File: src/sv/vgmopl2_pkg.sv
// Shared types, opcodes and constants for the VGM OPL2 command parser.
// Used by every module of the block but the FIFO; depends on nothing.
package vgmopl2_pkg;

  localparam int CMD_DEPTH_DEF = 2;
  localparam int OUT_DEPTH_DEF = 2;

  localparam logic [23:0] RATE_RESET = 24'd53333;

  localparam logic [7:0] OP_WAIT_NIB_HI = 8'h70;
  localparam logic [7:0] OP_WRITE       = 8'h5a;
  localparam logic [7:0] OP_WAIT16      = 8'h61;
  localparam logic [7:0] OP_WAIT_NTSC   = 8'h62;
  localparam logic [7:0] OP_WAIT_PAL    = 8'h63;
  localparam logic [7:0] OP_END         = 8'h66;
  localparam logic [7:0] OP_DATA_BLOCK  = 8'h67;

  localparam logic [15:0] SAMPLES_NTSC = 16'd735;
  localparam logic [15:0] SAMPLES_PAL  = 16'd882;

  typedef enum logic [1:0] {
    KIND_WRITE = 2'd0,
    KIND_WAIT  = 2'd1,
    KIND_END   = 2'd2,
    KIND_BAD   = 2'd3
  } kind_t;

  typedef enum logic [3:0] {
    PH_OPCODE     = 4'd0,
    PH_WR_REG     = 4'd1,
    PH_WR_VAL     = 4'd2,
    PH_WAIT_LO    = 4'd3,
    PH_WAIT_HI    = 4'd4,
    PH_BLK_COMPAT = 4'd5,
    PH_BLK_TYPE   = 4'd6,
    PH_BLK_SIZE   = 4'd7,
    PH_BLK_DATA   = 4'd8
  } phase_t;

  typedef struct packed {
    kind_t       kind;
    logic [7:0]  chip_register;
    logic [7:0]  chip_value;
    logic [15:0] wait_samples;
    logic [7:0]  bad_opcode;
  } cmd_t;

  typedef struct packed {
    cmd_t        cmd;
    logic [31:0] wait_ticks;
  } res_t;

endpackage

File: src/sv/vgmopl2_fifo.sv
// Small register-based first-in first-out queue with push/full and pop/empty.
// Generic in width and depth; no package dependencies.
module vgmopl2_fifo #(
  parameter int WIDTH = 8,
  parameter int DEPTH = 2
) (
  input  logic             clk,
  input  logic             rst_n,
  input  logic             push,
  input  logic [WIDTH-1:0] wdata,
  output logic             full,
  input  logic             pop,
  output logic [WIDTH-1:0] rdata,
  output logic             empty
);

  localparam int PW = (DEPTH > 1) ? $clog2(DEPTH) : 1;
  localparam int CW = $clog2(DEPTH + 1);

  logic [WIDTH-1:0] mem_r [DEPTH];
  logic [PW-1:0]    wr_ptr_r, wr_ptr_nxt;
  logic [PW-1:0]    rd_ptr_r, rd_ptr_nxt;
  logic [CW-1:0]    count_r, count_nxt;
  logic             do_push, do_pop;

  assign full    = (count_r == CW'(DEPTH));
  assign empty   = (count_r == '0);
  assign rdata   = mem_r[rd_ptr_r];
  assign do_push = push && !full;
  assign do_pop  = pop && !empty;

  always_comb begin
    wr_ptr_nxt = wr_ptr_r;
    rd_ptr_nxt = rd_ptr_r;
    count_nxt  = count_r;
    if (do_push) begin
      wr_ptr_nxt = (wr_ptr_r == PW'(DEPTH - 1)) ? '0 : wr_ptr_r + PW'(1);
    end
    if (do_pop) begin
      rd_ptr_nxt = (rd_ptr_r == PW'(DEPTH - 1)) ? '0 : rd_ptr_r + PW'(1);
    end
    if (do_push && !do_pop) begin
      count_nxt = count_r + CW'(1);
    end else if (do_pop && !do_push) begin
      count_nxt = count_r - CW'(1);
    end
  end

  always_ff @(posedge clk) begin
    if (!rst_n) begin
      wr_ptr_r <= '0;
      rd_ptr_r <= '0;
      count_r  <= '0;
    end else begin
      wr_ptr_r <= wr_ptr_nxt;
      rd_ptr_r <= rd_ptr_nxt;
      count_r  <= count_nxt;
    end
  end

  always_ff @(posedge clk) begin
    if (do_push) begin
      mem_r[wr_ptr_r] <= wdata;
    end
  end

endmodule

File: src/sv/vgmopl2_front.sv
// Byte-level parser: tracks the decoding phase and emits one command record
// per finished command into the command queue. Depends on vgmopl2_pkg.
module vgmopl2_front
  import vgmopl2_pkg::*;
(
  input  logic       clk,
  input  logic       rst_n,
  input  logic       byte_valid,
  input  logic [7:0] stream_byte,
  input  logic       cmd_full,
  output logic       cmd_push,
  output cmd_t       cmd
);

  phase_t      phase_r, phase_nxt;
  logic [7:0]  held_r, held_nxt;
  logic [1:0]  idx_r, idx_nxt;
  logic [31:0] skip_r, skip_nxt;
  logic        accept;
  phase_t      op_phase;
  logic        op_push;
  cmd_t        op_cmd;

  assign accept = byte_valid && !cmd_full;

  always_comb begin
    op_phase = PH_OPCODE;
    op_push  = 1'b0;
    op_cmd   = '0;
    if (stream_byte[7:4] == OP_WAIT_NIB_HI[7:4]) begin
      op_push             = 1'b1;
      op_cmd.kind         = KIND_WAIT;
      op_cmd.wait_samples = {12'd0, stream_byte[3:0]} + 16'd1;
    end else begin
      unique case (stream_byte)
        OP_WRITE:      op_phase = PH_WR_REG;
        OP_WAIT16:     op_phase = PH_WAIT_LO;
        OP_DATA_BLOCK: op_phase = PH_BLK_COMPAT;
        OP_WAIT_NTSC: begin
          op_push             = 1'b1;
          op_cmd.kind         = KIND_WAIT;
          op_cmd.wait_samples = SAMPLES_NTSC;
        end
        OP_WAIT_PAL: begin
          op_push             = 1'b1;
          op_cmd.kind         = KIND_WAIT;
          op_cmd.wait_samples = SAMPLES_PAL;
        end
        OP_END: begin
          op_push     = 1'b1;
          op_cmd.kind = KIND_END;
        end
        default: begin
          op_push           = 1'b1;
          op_cmd.kind       = KIND_BAD;
          op_cmd.bad_opcode = stream_byte;
        end
      endcase
    end
  end

  always_comb begin
    phase_nxt = phase_r;
    held_nxt  = held_r;
    idx_nxt   = idx_r;
    skip_nxt  = skip_r;
    cmd_push  = 1'b0;
    cmd       = '0;
    if (accept) begin
      unique case (phase_r)
        PH_WR_REG: begin
          held_nxt  = stream_byte;
          phase_nxt = PH_WR_VAL;
        end
        PH_WR_VAL: begin
          phase_nxt         = PH_OPCODE;
          cmd_push          = 1'b1;
          cmd.kind          = KIND_WRITE;
          cmd.chip_register = held_r;
          cmd.chip_value    = stream_byte;
        end
        PH_WAIT_LO: begin
          held_nxt  = stream_byte;
          phase_nxt = PH_WAIT_HI;
        end
        PH_WAIT_HI: begin
          phase_nxt        = PH_OPCODE;
          cmd_push         = 1'b1;
          cmd.kind         = KIND_WAIT;
          cmd.wait_samples = {stream_byte, held_r};
        end
        PH_BLK_COMPAT: phase_nxt = PH_BLK_TYPE;
        PH_BLK_TYPE: begin
          idx_nxt   = 2'd0;
          skip_nxt  = '0;
          phase_nxt = PH_BLK_SIZE;
        end
        PH_BLK_SIZE: begin
          skip_nxt = skip_r | ({24'd0, stream_byte} << {idx_r, 3'b000});
          if (idx_r == 2'd3) begin
            idx_nxt   = 2'd0;
            phase_nxt = (skip_nxt == '0) ? PH_OPCODE : PH_BLK_DATA;
          end else begin
            idx_nxt = idx_r + 2'd1;
          end
        end
        PH_BLK_DATA: begin
          if (skip_r != '0) begin
            skip_nxt = skip_r - 32'd1;
          end
          if (skip_r <= 32'd1) begin
            phase_nxt = PH_OPCODE;
          end
        end
        PH_OPCODE: begin
          phase_nxt = op_phase;
          cmd_push  = op_push;
          cmd       = op_cmd;
        end
        default: begin
          phase_nxt = op_phase;
          cmd_push  = op_push;
          cmd       = op_cmd;
        end
      endcase
    end
  end

  always_ff @(posedge clk) begin
    if (!rst_n) begin
      phase_r <= PH_OPCODE;
      held_r  <= '0;
      idx_r   <= '0;
      skip_r  <= '0;
    end else begin
      phase_r <= phase_nxt;
      held_r  <= held_nxt;
      idx_r   <= idx_nxt;
      skip_r  <= skip_nxt;
    end
  end

endmodule

File: src/sv/vgmopl2_back.sv
// Execution side: takes command records, converts wait lengths to timer ticks
// in one registered multiply stage and queues the results. Depends on
// vgmopl2_pkg and vgmopl2_fifo.
module vgmopl2_back
  import vgmopl2_pkg::*;
#(
  parameter int OUT_DEPTH = OUT_DEPTH_DEF
) (
  input  logic        clk,
  input  logic        rst_n,
  input  logic        cmd_valid,
  input  cmd_t        cmd,
  output logic        cmd_pop,
  input  logic [23:0] rate,
  input  logic        res_pop,
  output logic        res_empty,
  output res_t        res
);

  logic        stage_v_r, stage_v_nxt;
  cmd_t        stage_cmd_r;
  logic [31:0] stage_ticks_r;
  logic [39:0] product;
  logic        stage_ready;
  logic        res_full;
  logic        res_push;
  res_t        res_wdata;

  assign product     = {24'd0, cmd.wait_samples} * {16'd0, rate};
  assign stage_ready = !stage_v_r || !res_full;
  assign cmd_pop     = cmd_valid && stage_ready;
  assign res_push    = stage_v_r && !res_full;
  assign res_wdata   = '{cmd: stage_cmd_r, wait_ticks: stage_ticks_r};

  always_comb begin
    stage_v_nxt = stage_v_r;
    if (stage_ready) begin
      stage_v_nxt = cmd_pop;
    end
  end

  always_ff @(posedge clk) begin
    if (!rst_n) begin
      stage_v_r <= 1'b0;
    end else begin
      stage_v_r <= stage_v_nxt;
    end
  end

  always_ff @(posedge clk) begin
    if (cmd_pop) begin
      stage_cmd_r   <= cmd;
      stage_ticks_r <= product[39:8];
    end
  end

  vgmopl2_fifo #(
    .WIDTH ($bits(res_t)),
    .DEPTH (OUT_DEPTH)
  ) u_res_fifo (
    .clk   (clk),
    .rst_n (rst_n),
    .push  (res_push),
    .wdata (res_wdata),
    .full  (res_full),
    .pop   (res_pop),
    .rdata (res),
    .empty (res_empty)
  );

endmodule

File: src/sv/vgm_opl2_command_parser.sv
// Top level of the VGM OPL2 command parser: parser front, command queue and
// execution back. Depends on vgmopl2_pkg, vgmopl2_front, vgmopl2_fifo and
// vgmopl2_back.
//
// Usage: the command stream enters one byte per request on in_push/in_full.
// A byte is taken at every edge with in_push high and in_full low, so the
// block sustains one byte per cycle. Each finished command (register write,
// wait, end of data, unknown opcode) yields one result on the out_ ports,
// shown while out_empty is low and taken with out_pop. Operand bytes and
// data block bytes yield no result.
// Each result passes through the command queue and then the 16 x 24 tick
// multiplier stage before it appears in the result queue. Fields not used by
// a result kind read as zero.
// When the receiver stops popping, the result queue and then the command
// queue fill and in_full rises; nothing is dropped.
// Reset empties both queues, returns the parser to opcode state and loads
// the ticks-per-sample register with its default. cfg_we writes that register
// at once; write it only while no request is in flight.
module vgm_opl2_command_parser
  import vgmopl2_pkg::*;
#(
  parameter int CMD_DEPTH = CMD_DEPTH_DEF,
  parameter int OUT_DEPTH = OUT_DEPTH_DEF
) (
  input  logic        clk,
  input  logic        rst_n,
  input  logic        in_push,
  input  logic [7:0]  in_stream_byte,
  output logic        in_full,
  input  logic        out_pop,
  output logic        out_empty,
  output logic [1:0]  out_result_kind,
  output logic [7:0]  out_chip_register,
  output logic [7:0]  out_chip_value,
  output logic [15:0] out_wait_samples,
  output logic [31:0] out_wait_ticks,
  output logic [7:0]  out_bad_opcode,
  input  logic        cfg_we,
  input  logic [23:0] cfg_ticks_per_sample_q8
);

  logic [23:0] rate_r;
  logic        cmd_push, cmd_full, cmd_empty, cmd_pop;
  cmd_t        front_cmd, queued_cmd;
  res_t        res;

  always_ff @(posedge clk) begin
    if (!rst_n) begin
      rate_r <= RATE_RESET;
    end else if (cfg_we) begin
      rate_r <= cfg_ticks_per_sample_q8;
    end
  end

  vgmopl2_front u_front (
    .clk         (clk),
    .rst_n       (rst_n),
    .byte_valid  (in_push),
    .stream_byte (in_stream_byte),
    .cmd_full    (cmd_full),
    .cmd_push    (cmd_push),
    .cmd         (front_cmd)
  );

  vgmopl2_fifo #(
    .WIDTH ($bits(cmd_t)),
    .DEPTH (CMD_DEPTH)
  ) u_cmd_fifo (
    .clk   (clk),
    .rst_n (rst_n),
    .push  (cmd_push),
    .wdata (front_cmd),
    .full  (cmd_full),
    .pop   (cmd_pop),
    .rdata (queued_cmd),
    .empty (cmd_empty)
  );

  vgmopl2_back #(
    .OUT_DEPTH (OUT_DEPTH)
  ) u_back (
    .clk       (clk),
    .rst_n     (rst_n),
    .cmd_valid (!cmd_empty),
    .cmd       (queued_cmd),
    .cmd_pop   (cmd_pop),
    .rate      (rate_r),
    .res_pop   (out_pop),
    .res_empty (out_empty),
    .res       (res)
  );

  assign in_full           = cmd_full;
  assign out_result_kind   = res.cmd.kind;
  assign out_chip_register = res.cmd.chip_register;
  assign out_chip_value    = res.cmd.chip_value;
  assign out_wait_samples  = res.cmd.wait_samples;
  assign out_wait_ticks    = res.wait_ticks;
  assign out_bad_opcode    = res.cmd.bad_opcode;

endmodule

File: config.mk
export PLATFORM = sky130hd
export DESIGN_NAME = vgm_opl2_command_parser
export DESIGN_NICKNAME = d
export VERILOG_FILES = /design/src/sv/vgmopl2_pkg.sv /design/src/sv/vgmopl2_fifo.sv /design/src/sv/vgmopl2_front.sv /design/src/sv/vgmopl2_back.sv /design/src/sv/vgm_opl2_command_parser.sv
export SDC_FILE = /design/constraint.sdc
export NUM_CORES = 1
export LEC_CHECK = 0
export BUFFER_PORTS_ARGS = -buffer_cell sky130_fd_sc_hd__clkbuf_2
export CORE_ASPECT_RATIO = 0.6
export CORE_MARGIN = 4
export CORE_UTILIZATION = 40
export CTS_CLUSTER_DIAMETER = 150
export DETAILED_ROUTE_END_ITERATION = 6
export HOLD_SLACK_MARGIN = 0.1
export SLEW_MARGIN = 25
export SYNTH_ARGS = -nofsm -noshare
export SYNTH_HDL_FRONTEND = slang
export SYNTH_SLANG_ARGS = --single-unit
File: constraint.sdc
create_clock -name clk -period 19.15 [get_ports clk]
set_input_delay 1.915 -clock clk [delete_from_list [all_inputs] [get_ports clk]]
set_output_delay 1.915 -clock clk [all_outputs]
set_load 0.005 [all_outputs]
# == Word level (Yosys, flattened, before mapping) ==
# Memories as Yosys holds them, arrays and structs flattened. A register that Yosys moved wholly into a read port is not among the register bits.
# Cells that the tools add are included.
# op_classes
add_sub_neg,11
n_mux,41
magnitude_cmp,1
n_eq_ne,21
n_shift,1
reduce_logical,41
n_bitwise,1
n_mul,1
# op_table
op,n
one-hot mux 32 bit (3 select lines),1
equality test 8 x 7 -> 1 bit (second input constant),6
two-way mux 42 bit,1
multiplier 16 x 24 -> 40 bit,1
<= comparator 32 x 1 -> 1 bit (second input constant),1
zero test 32 bit,1
two-way mux 16 bit,2
two-way mux 32 bit,1
OR 32 bit,1
one-hot mux 16 bit (2 select lines),1
nonzero test 32 bit,1
left shift 8 x 5 -> 32 bit,1
subtractor 32 x 1 -> 32 bit (second input constant),1
one-hot mux 4 bit (7 select lines),1
two-way mux 8 bit,3
equality test 4 x 3 -> 1 bit (second input constant),5
one-hot mux 10 bit (2 select lines),1
two-way mux 4 bit,4
two-way mux 1 bit,15
two-way mux 2 bit,6
OR reduction 6 bit,2
logical AND 1 bit,11
zero test 1 bit,9
one-hot mux 3 bit (3 select lines),1
other kinds (22),41
# word_totals
in_bits,37
memories,2
ff_bits,153
elab_cells,138
mem_bits_rw,232
output_inout_bits,76
# memory_table
name,words,width,rd,rd_ports_with_merged_regs,wr,line,rtl
u_back.u_res_fifo.mem_r,2,74,1,1,1,vgmopl2_fifo.sv:20,logic [WIDTH-1:0] mem_r [DEPTH];
u_cmd_fifo.mem_r,2,42,1,1,1,vgmopl2_fifo.sv:20,

# == Depth between registers and ports, before layout ==
# Gate-level depths: netlist (run 1).
# depth
word_depth,11
depth_mapped,26
depth_no_buf,22

# == By module ==
# A second synthesis (run 1) with hierarchy kept.
# hier_totals
hier_cells,2492
hier_area_um2,27878.0
# modules_own_cells
module,instances,cells_per_inst,seq_area_each_um2,area_each_um2
vgmopl2_back,1,1491,2242.2,14445.1
vgmopl2_fifo (u_back.u_res_fifo),1,255,4544.4,5566.6
vgmopl2_front,1,512,920.9,3696.0
vgmopl2_fifo (u_cmd_fifo),1,156,2622.5,3254.4
vgm_opl2_command_parser,1,78,480.5,915.9

# == Worst setup path after synthesis (run 1) ==
# OpenSTA, ideal clock, no wires.
# synth_timing
path_kind,register -> register
startpoint,register with a tool-made name
endpoint,"register u_back.stage_ticks_r[29], data pin"
path_stages_with_launch,26
path_slack_ps,12291
n_path_buf,4
arrival_ps,6597
required_ps,18888
period_less_slack_ps,6859
setup_time_ps,262
path_cell_list,dfxtp_1 -> clkbuf_1 -> clkbuf_1 -> mux2_2 -> clkbuf_1 -> nand2_1 -> fa_1 -> inv_1 -> fa_1 -> inv_1 -> fa_1 -> inv_1 -> fa_1 -> fa_1 -> inv_1 -> fa_1 -> inv_1 -> ha_1 -> clkbuf_1 -> a21oi_1 -> o21ai_0 -> or3_1 -> o21a_1 -> a311oi_1 -> o31ai_1 -> o2bb2ai_1
# synth_lines
item,line,rtl
"end signal, assigned",vgmopl2_back.sv:53,stage_ticks_r <= product[39:8];
"end, declared",vgmopl2_back.sv:22,logic [31:0] stage_ticks_r;

==> impl_metrics.toml, run 1 <==
[global_routing]
grt_start_max_net_pins = 84
grt_pass1_wl_um = 109000
top_usage_layer = "met2"
grt_remaining_overflow = 0
global_route.usage.met2 = 0.282
grtUsageTotal = 0.185
grt_use_met3 = 0.0418
vias_in_the_first_global_route = 19600
grt_use_met1 = 0.271
grt_antenna_before_repair = 0

[worst_setup_path]
critPathMaxFanout = 44
critical-path-max-stage-delay_ns = 0.74
worst_path_most_repeated_cell = "fa_1"
setup.worst_path.class = "reg -> reg"
timing.critical_path.required_ns = 19.47
worst_ep_arrival_time_ns = 8.03
cp_capture_type = "flip-flop"
critical_path.cell_chain = "mux2_2 > nand2_1 > fa_1 > inv_1 > fa_1 > inv_1 > fa_1 > inv_1 > fa_1 > fa_1 > inv_1 > fa_1 > inv_1 > ha_1 > a21oi_1 > o21ai_0 > or3_1 > o21a_1 > a311oi_1 > o31ai_1 > o2bb2ai_1"
startpoint_type = "flip-flop"
worst_path_max_delay_cell = "dfxtp_4"

[logic_synthesis]
commonest_cells_in_the_netlist = "inv_1 (363), edfxtp_1 (306), fa_1 (305)"
netlist_area_um2 = 28100
synthesis.area_per_instance_um2 = 10.9
synth_top_area_cell = "edfxtp_1"
postSynth.topFlopCell = "edfxtp_1"
yosysSeqAreaShare = 0.384
mappedNetlistNets = 3029
synthMostInstantiatedCell = "inv_1"
post-synth-top-area-fraction = 0.327
synth_async_sr_flop_share = 0
yosys_warnings = 0
synth-edff-count = 306
netlist_instances = 2570
synth.distinct_cells = 78
synth.area.top_cells = "edfxtp_1 (33%), fa_1 (22%), dfxtp_1 (5.8%)"
synth.ff_latch_count = 387

[sta]
clock.fmax_mhz = 130
report.final.slew_viol_count = 0
setup-violations-final = 0
totalNegativeSetupSlack_ns = 0
worst_clock_skew_ns = 0.0289
worst_slew_margin_rel = 0.310
finalCriticalPeriod_ns = 7.71
rsz0062_at_grt = "no"
final.period_utilization = 0.403
slew_at_the_pin_with_the_worst_max_slew_slack_ns = 1.04
final-hold-violation-count = 0

[cts]
clock_insertion_delay_worst_skew_ns = 0.59
cts.sinks = 387
cts-root-buf = "clkbuf_16"
cts_repair_resize_count = 0
tritoncts.num_buffers = 39
clockBufferDepth = 3
tritoncts = "done"
htreeDepth = 2
clkTransAtPathRegs_ns = 0.07
holdBufCountCts = 0
cts_setup_buffers = 0

[final_layout]
fillers = 6406
flow.area_growth_from_synthesis_pct = 9.69
antenna_diodes = 0
fin_nets = 3066
ratio_of_cells_with_drive_above_1_in_the_final_layout = 0.127

[floorplanning]
fp.dieArea_um2 = 74800
effective_utilization_at_floorplan = 0.409
count_of_standard_cell_rows = 74
die_height_um = 213
coreArea_um2 = 68800
design.portCount = 113
chipWidth_um = 350

[place]
port_buffers = 112
place_congestion = 0.892
dp.final_hpwl_um = 49800

[status]
status = "finished clean"

[routing]
dr_total_vias = 18800
via_per_inst = 5.28
ant_nets = 0
route.detailed.wl_per_inst_um = 18.9
drt_iter0_drc = 1410
totalWireLength_um = 67000
number_of_optimization_iterations_in_the_first_detailed_route_pass = 5
drc = 0

[min_path]
hp-class = "reg -> reg"
min_from = "u_back.res_wdata[69]"

[flow_run]
max_cap_viol_count = 0
stage by stage:
stage               utilization  area, µm²  hold slack [ns]  instances  worst slack [ns]
floorplan                     -      28100            0.421       2570             12.29
global route              0.449      30900            0.451       3550             10.88
global placement          0.429      29500            0.425       3478             11.28
detailed placement        0.429      29500            0.431       3478             11.16
finish                    0.449      30900            0.445       3550             11.44
CTS                       0.449      30900            0.445       3550             11.12
flip-flops by register name, summed over array words and instances (netlist names), named ones only:
name,count
u_back.u_res_fifo.mem_r,148
u_cmd_fifo.mem_r,84
u_back.res_wdata,42
u_back.stage_ticks_r,32
u_front.skip_r,32
rate_r,24
u_front.held_r,8
u_front.phase_r,4
u_back.u_res_fifo.count_r,2
u_cmd_fifo.count_r,2
u_front.idx_r,2
u_back.stage_v_r,1
u_back.u_res_fifo.rd_ptr_r,1
u_back.u_res_fifo.wr_ptr_r,1
u_cmd_fifo.rd_ptr_r,1
u_cmd_fifo.wr_ptr_r,1
routing by layer:
| layer | wire length (µm) | share of wire |
|---|---|---|
| met3 | 5070 | 0.076 |
| met4 | 1190 | 0.018 |
| met1 | 32000 | 0.48 |
| met5 | 0 | 0 |
| met2 | 28700 | 0.43 |
logic make-up (layout without fill, tap and decap cells):
family,count (synthesis),in the layout,share of synthesized area
AOI/OAI and AO/OA,307,307,0.0684
xor gates and xnor gates,46,46,0.0143
adders and majority gates,422,422,0.269
buffers and inverters,495,563,0.0672
DFF,387,387,0.384
muxes,153,153,0.0596
and+or+nand+nor,760,760,0.137
final timing paths:
check             cells past startpoint  slack (ns)                        endpoint
setup reg to reg                     21       11.44        u_back.stage_ticks_r[29]
setup / recovery                     21       11.44        u_back.stage_ticks_r[29]
hold / removal                        0        0.44  u_back.u_res_fifo.mem_r[0][69]
hold reg to reg                       0        0.44  u_back.u_res_fifo.mem_r[0][69]
worst max-delay path, delay by kind of cell (launching register included):
family                   cells  cell delay (ns)
AO/OA/AOI/OAI                6             1.70
adder cells (fa/ha/maj)      7             3.45
buffers and inverters        5             0.25
flip-flops                   1             0.74
multiplexers                 1             0.65
AND/OR/NAND/NOR              2             0.58
cell type report:
cell class,count,area [µm²],share of cell area
clock buffers,43,991,0.0321
well taps,912,1140,0.0370
multi-input cells,1688,15500,0.502
clock inverters,29,377,0.0122
inverters,363,1360,0.0442
repair buffers,128,684,0.0222
flip-flops and latches,387,10800,0.351
cell usage in the layout (no fill, tap or decap), types with 36 or more instances in the layout:
| master | instances |
|---|---|
| a21oi_1 | 94 |
| and2_1 | 202 |
| clkbuf_16 | 39 |
| clkbuf_2 | 112 |
| dfxtp_1 | 79 |
| edfxtp_1 | 306 |
| fa_1 | 305 |
| ha_1 | 117 |
| inv_1 | 362 |
| mux2_2 | 117 |
| mux2i_1 | 36 |
| nand2_1 | 298 |
| nor2_1 | 82 |
| nor2b_1 | 44 |
| o21ai_0 | 70 |
Power of run 1 is left out: the tool's default activity adds up to more than one toggle a clock period on the data nets, which glitch-free logic cannot reach.
==> run 2, diff against run 1 <==
--- a/config.mk
+++ b/config.mk
@@ -5,6 +5,7 @@
 export SDC_FILE = /design/constraint.sdc
 export NUM_CORES = 1
 export LEC_CHECK = 0
+export ABC_AREA = 1
 export BUFFER_PORTS_ARGS = -buffer_cell sky130_fd_sc_hd__clkbuf_2
 export CORE_ASPECT_RATIO = 0.6
 export CORE_MARGIN = 4
==> constraint.sdc (replaced) <==
create_clock -name clk -period 7.7 [get_ports clk]
set_input_delay 0.77 -clock clk [delete_from_list [all_inputs] [get_ports clk]]
set_output_delay 0.77 -clock clk [all_outputs]
set_load 0.005 [all_outputs]
==> run 2 against run 1 <==
The run now ends with DRC left. Die area about the same. Maximum frequency up 2.2%. Critical path depth up 2. Sequential share of layout area down 0.24 points. Final area up 0.66%.
==> impl_metrics.toml, run 2 <==
[status]
status = "complete, but fails checks"
failed_checks = "DRC"

[sta]
totalNegativeSetupSlack_ns = 0
report.final.slew_viol_count = 0
worst_slew_margin_rel = 0.334
slew_at_the_pin_with_the_worst_max_slew_slack_ns = 0.997
rsz0062_at_grt = "no"
clock.fmax_mhz = 133
setup-violations-final = 0
final-hold-violation-count = 0
final.period_utilization = 0.980
timing.final.ws_setup_ns = 0.154
worst_clock_skew_ns = 0.0229
finalCriticalPeriod_ns = 7.55

[global_routing]
grt_remaining_overflow = 0
grt_pass1_wl_um = 121000
grt_antenna_before_repair = 0
grtUsageTotal = 0.211
vias_in_the_first_global_route = 20600
grt_start_max_net_pins = 78

[routing]
drt_iter0_drc = 1888
route.top_layer_used = "met5"
met2_length_um = 29900
routedLengthMet1_um = 36100
ant_nets = 0
route.detailed.wl_per_inst_um = 19.3
totalWireLength_um = 76700
detailroute.wirelength.met3_um = 9220
drc = 2
number_of_optimization_iterations_in_the_first_detailed_route_pass = 7
via_per_inst = 5.12
dr_total_vias = 20300

[floorplanning]
design.portCount = 113
effective_utilization_at_floorplan = 0.403
count_of_standard_cell_rows = 75
coreArea_um2 = 69800
chipWidth_um = 350
die_height_um = 213
fp.dieArea_um2 = 74800

[logic_synthesis]
yosys_warnings = 0
yosysSeqAreaShare = 0.384
synth_top_area_cell = "edfxtp_1"
synth.ff_latch_count = 387
post-synth-top-area-fraction = 0.327
mappedNetlistNets = 3389
synth.area.top_cells = "edfxtp_1 (33%), fa_1 (22%), nand2_1 (7.2%)"
synthesis.area_per_instance_um2 = 9.60
synth_async_sr_flop_share = 0
netlist_area_um2 = 28100
synth.distinct_cells = 53
synth-edff-count = 306
postSynth.topFlopCell = "edfxtp_1"
synthMostInstantiatedCell = "nand2_1"
netlist_instances = 2930
commonest_cells_in_the_netlist = "nand2_1 (540), inv_1 (517), nor2_1 (324)"

[worst_setup_path]
cp_capture_type = "flip-flop"
setup.worst_path.class = "reg -> reg"
worst_path_max_delay_cell = "inv_1"
sum_of_buffers_and_inverters_on_the_critical_path = 7
worst_path_most_repeated_cell = "fa_1"
critical_path.cell_chain = "inv_2 > buf_4 > or2_2 > nand2_1 > inv_1 > nand2_1 > fa_1 > inv_1 > fa_1 > fa_1 > fa_1 > fa_1 > inv_1 > fa_1 > inv_1 > ha_1 > nand2_1 > nor2_1 > inv_1 > nor3_1 > nand4_1 > nand3_1 > xor2_1"
critPathMaxFanout = 23
startpoint_type = "flip-flop"
timing.critical_path.required_ns = 8.01
critical-path-max-stage-delay_ns = 0.62
worst_ep_arrival_time_ns = 7.86
critical-path-top-delay-family = "adder cells"

[cts]
clock_insertion_delay_worst_skew_ns = 0.59
clkTransAtPathRegs_ns = 0.07
cts_setup_buffers = 0
cts.sinks = 387
cts_repair_resize_count = 0
htreeDepth = 2
holdBufCountCts = 0
clockBufferDepth = 3
tritoncts.num_buffers = 38
cts-root-buf = "clkbuf_16"
tritoncts = "done"

[min_path]
hp-class = "reg -> reg"

[place]
post_dp_cell_area_um2 = 29700
port_buffers = 112
place_congestion = 0.975
pre_cts_slack_ns = 0.470
dp.final_hpwl_um = 59200

[final_layout]
regMostFlops = "u_back.u_res_fifo.mem_r"
final_cell_area_um2 = 31100
flow.area_growth_from_synthesis_pct = 10.4
largest_register_ff_count = 148
ratio_of_cells_with_drive_above_1_in_the_final_layout = 0.122
layout_common_cells = "nand2_1 (540), inv_1 (514), nor2_1 (320), edfxtp_1 (306), fa_1 (305)"
layout.cells.most_common = "nand2_1"
multi_input_comb_area_um2 = 14900
regArea_um2 = 10800
fillers = 6751
antenna_diodes = 0
fin_nets = 3477

[flow_run]
max_cap_viol_count = 0
run 2: cell types whose count changed in the layout (fill, tap and decap cells not counted), sizes merged, moves of 22 or more:
| cell | delta |
|---|---|
| nand2 | +253 |
| nor2 | +250 |
| and2 | -201 |
| nor2b | -44 |
| mux2i | -36 |
| nand3 | +54 |
| inv | +159 |
| mux2 | -43 |
| a21oi | +35 |
| xnor2 | -22 |
| o21ai | +61 |
run 2: path summary, 6_finish.rpt:
| path | cells after the start | slack (ns) | startpoint | end |
|---|---|---|---|---|
| setup reg to reg | 23 | 0.15 | flip-flop | u_back.stage_ticks_r[28] |
| hold / removal | 0 | 0.44 | u_back.stage_ticks_r[30] | u_back.u_res_fifo.mem_r[0][30] |
| setup / recovery | 23 | 0.15 | flip-flop | u_back.stage_ticks_r[28] |
| hold reg to reg | 0 | 0.44 | u_back.stage_ticks_r[30] | u_back.u_res_fifo.mem_r[0][30] |
run 2: routing by layer:
metal,vias up,track usage
met2,885,0.292
met5,-,0.00742
met1,9915,0.314
met4,2,0.0455
li1,9449,-
met3,88,0.0783
run 2: kinds of logic after synthesis:
logic type / count (synthesis) / synth area share
and+or+nand+nor: 1042 / 0.154
buffers and inverters: 640 / 0.0877
adders and majority gates: 422 / 0.269
DFF: 387 / 0.384
AOI/OAI and AO/OA: 333 / 0.0658
muxes: 74 / 0.0296
xor gates and xnor gates: 32 / 0.00996
run 2: cell type report:
type	count	area share
timing repair buffer	149	0.0278
sequential	387	0.348
tap	924	0.0372
clock inverter	24	0.00910
clock buffer	46	0.0326
inverter	539	0.0656
multi-input combinational	1903	0.480
run 2: metrics by stage:
| stage | util | instances | hold WS, ns |
|---|---|---|---|
| finish | 0.445 | 3972 | 0.445 |
| global route | 0.445 | 3972 | 0.453 |
| global placement | 0.426 | 3901 | 0.427 |
| floorplan | - | 2930 | 0.421 |
| CTS | 0.444 | 3971 | 0.437 |
| detailed placement | 0.426 | 3901 | 0.431 |
run 2: worst reg2reg max path, cell delays in order, from the launching register on:
cell	delay (ns)
dfxtp_1	0.32
inv_2	0.35
buf_4	0.37
or2_2	0.16
nand2_1	0.07
inv_1	0.62
nand2_1	0.15
fa_1	0.51
inv_1	0.05
fa_1	0.57
fa_1	0.44
fa_1	0.50
fa_1	0.50
inv_1	0.05
fa_1	0.47
inv_1	0.04
ha_1	0.37
nand2_1	0.16
nor2_1	0.15
inv_1	0.10
nor3_1	0.59
nand4_1	0.44
nand3_1	0.23
xor2_1	0.08
Power of run 2 is left out for the same reason.
==> run 3, diff against run 2 <==
==> constraint.sdc (replaced) <==
create_clock -name clk -period 9.3 [get_ports clk]
set_input_delay 0.93 -clock clk [delete_from_list [all_inputs] [get_ports clk]]
set_output_delay 0.93 -clock clk [all_outputs]
set_load 0.005 [all_outputs]
==> run 3 against run 2 <==
The flow now finishes without violations. Count of clock-buffer cells in the layout up 5. Wire length up 1.6%. Maximum frequency down 5.8%. Core utilization down 0.31 points. Hold slack worse by 0.013 ns. First-iteration DRC count up 17%. Global-route usage up 0.26 points. Clock skew down 0.00085 ns. Register-to-register slack better by 1.1 ns. Non-clock buffer count down 19. Critical endpoint is now u_back.stage_ticks_r[25].
==> impl_metrics.toml, run 3 (same netlist as run 2, synthesis figures left out) <==
[final_layout]
flow.area_growth_from_synthesis_pct = 9.60
largest_register_ff_count = 148
fin_nets = 3458
antenna_diodes = 0
layout_common_cells = "nand2_1 (540), inv_1 (516), nor2_1 (320), edfxtp_1 (306), fa_1 (305)"
layout.cells.most_common = "nand2_1"
regMostFlops = "u_back.u_res_fifo.mem_r"
fillers = 6759
ratio_of_cells_with_drive_above_1_in_the_final_layout = 0.113

[routing]
route.detailed.wl_per_inst_um = 19.7
routedLengthMet1_um = 36000
number_of_optimization_iterations_in_the_first_detailed_route_pass = 6
drt_iter0_drc = 2208
dr_total_vias = 20400
route.top_layer_used = "met4"
ant_nets = 0
met2_length_um = 30500
totalWireLength_um = 77900
detailroute.wirelength.met3_um = 10100
drc = 0
via_per_inst = 5.16

[worst_setup_path]
rr_worst_depth = 26
worst_r2r_endpoint = "u_back.stage_ticks_r[25]"
worst_path_most_repeated_cell = "nand2_1"
startpoint_type = "flip-flop"
timing.critical_path.required_ns = 9.62
setup.worst_path.class = "reg -> reg"
sum_of_buffers_and_inverters_on_the_critical_path = 7
critPathMaxFanout = 42
worst_path_max_delay_cell = "inv_1"
critical-path-top-delay-family = "adder cells"
worst_ep_arrival_time_ns = 8.33
cp_capture_type = "flip-flop"
setup.reg_to_reg.worst_slack_ns = 1.29
critical-path-max-stage-delay_ns = 0.66

[min_path]
hp-class = "reg -> reg"
whs_path_depth = 0
min_from = "u_back.stage_ticks_r[30]"
timing.hold.worst_endpoint = "u_back.u_res_fifo.mem_r[0][30]"

[floorplanning]
count_of_standard_cell_rows = 75
design.portCount = 113
effective_utilization_at_floorplan = 0.403
chipWidth_um = 350
fp.dieArea_um2 = 74800
coreArea_um2 = 69800
die_height_um = 213

[global_routing]
grt_start_max_net_pins = 56
vias_in_the_first_global_route = 20400
grt_antenna_before_repair = 2
grtUsageTotal = 0.214
grt_remaining_overflow = 0
grt_pass1_wl_um = 122000

[cts]
clockBufferDepth = 3
htreeDepth = 2
tritoncts.num_buffers = 38
holdBufCountCts = 0
cts.sinks = 387
cts-root-buf = "clkbuf_16"
cts_repair_resize_count = 0
clock_insertion_delay_worst_skew_ns = 0.59
clkTransAtPathRegs_ns = 0.07
tritoncts = "done"
cts_setup_buffers = 0

[sta]
worst_clock_skew_ns = 0.0221
final-hold-violation-count = 0
setup-violations-final = 0
rsz0062_at_grt = "no"
slew_at_the_pin_with_the_worst_max_slew_slack_ns = 1.17
report.final.slew_viol_count = 0
clock.fmax_mhz = 125
final.period_utilization = 0.861
finalCriticalPeriod_ns = 8.01
worst_slew_margin_rel = 0.218
totalNegativeSetupSlack_ns = 0

[place]
place_congestion = 0.983
port_buffers = 112
dp.final_hpwl_um = 59200

[status]
status = "finished clean"

[flow_run]
max_cap_viol_count = 0
==> run 3: cell count changes in the layout (fill, tap and decap cells not counted), moves of 2 or more <==
cell	change
buf_4	-17
inv_1	+2
clkbuf_1	+5
clkinvlp_4	-6
clkinv_1	+3
==> run 3: cell type report <==
cell class / count / area (µm²) / share of cell area
clock buffers: 51 / 1020 / 0.0331
clock inverters: 19 / 238 / 0.00771
inverters: 539 / 2030 / 0.0657
multi-input cells: 1903 / 14900 / 0.483
flip-flops and latches: 387 / 10800 / 0.351
well taps: 924 / 1160 / 0.0375
repair buffers: 130 / 696 / 0.0226
==> run 3: worst max-delay path by stage <==
stage,startpoint,to,cells past startpoint
final,flip-flop,u_back.stage_ticks_r[25],26
after global routing,flip-flop,u_back.stage_ticks_r[25],26
after CTS,flip-flop,u_back.stage_ticks_r[25],26
after detailed placement,flip-flop,u_back.stage_ticks_r[25],26
after global placement,flip-flop,u_back.stage_ticks_r[25],26
after floorplan,flip-flop,u_back.stage_ticks_r[24],25
==> run 3: layer usage <==
metal  up-vias  track usage
li1       9408            -
met1      9891        0.325
met2      1003        0.297
met3        94       0.0715
met4         0       0.0395
met5         -            0
==> run 3: per-stage QoR <==
step | area [µm²] | hold WS (ns) | setup WS (ns) | std cells | utilization
global placement | 29600 | 0.428 | 1.66 | 3883 | 0.424
finish | 30800 | 0.431 | 1.29 | 3953 | 0.442
CTS | 30800 | 0.428 | 1.59 | 3953 | 0.442
detailed placement | 29600 | 0.430 | 1.59 | 3883 | 0.424
global route | 30800 | 0.445 | 0.966 | 3953 | 0.442
floorplan | 28100 | 0.421 | 3.30 | 2930 | -
Power of run 3 is left out for the same reason.
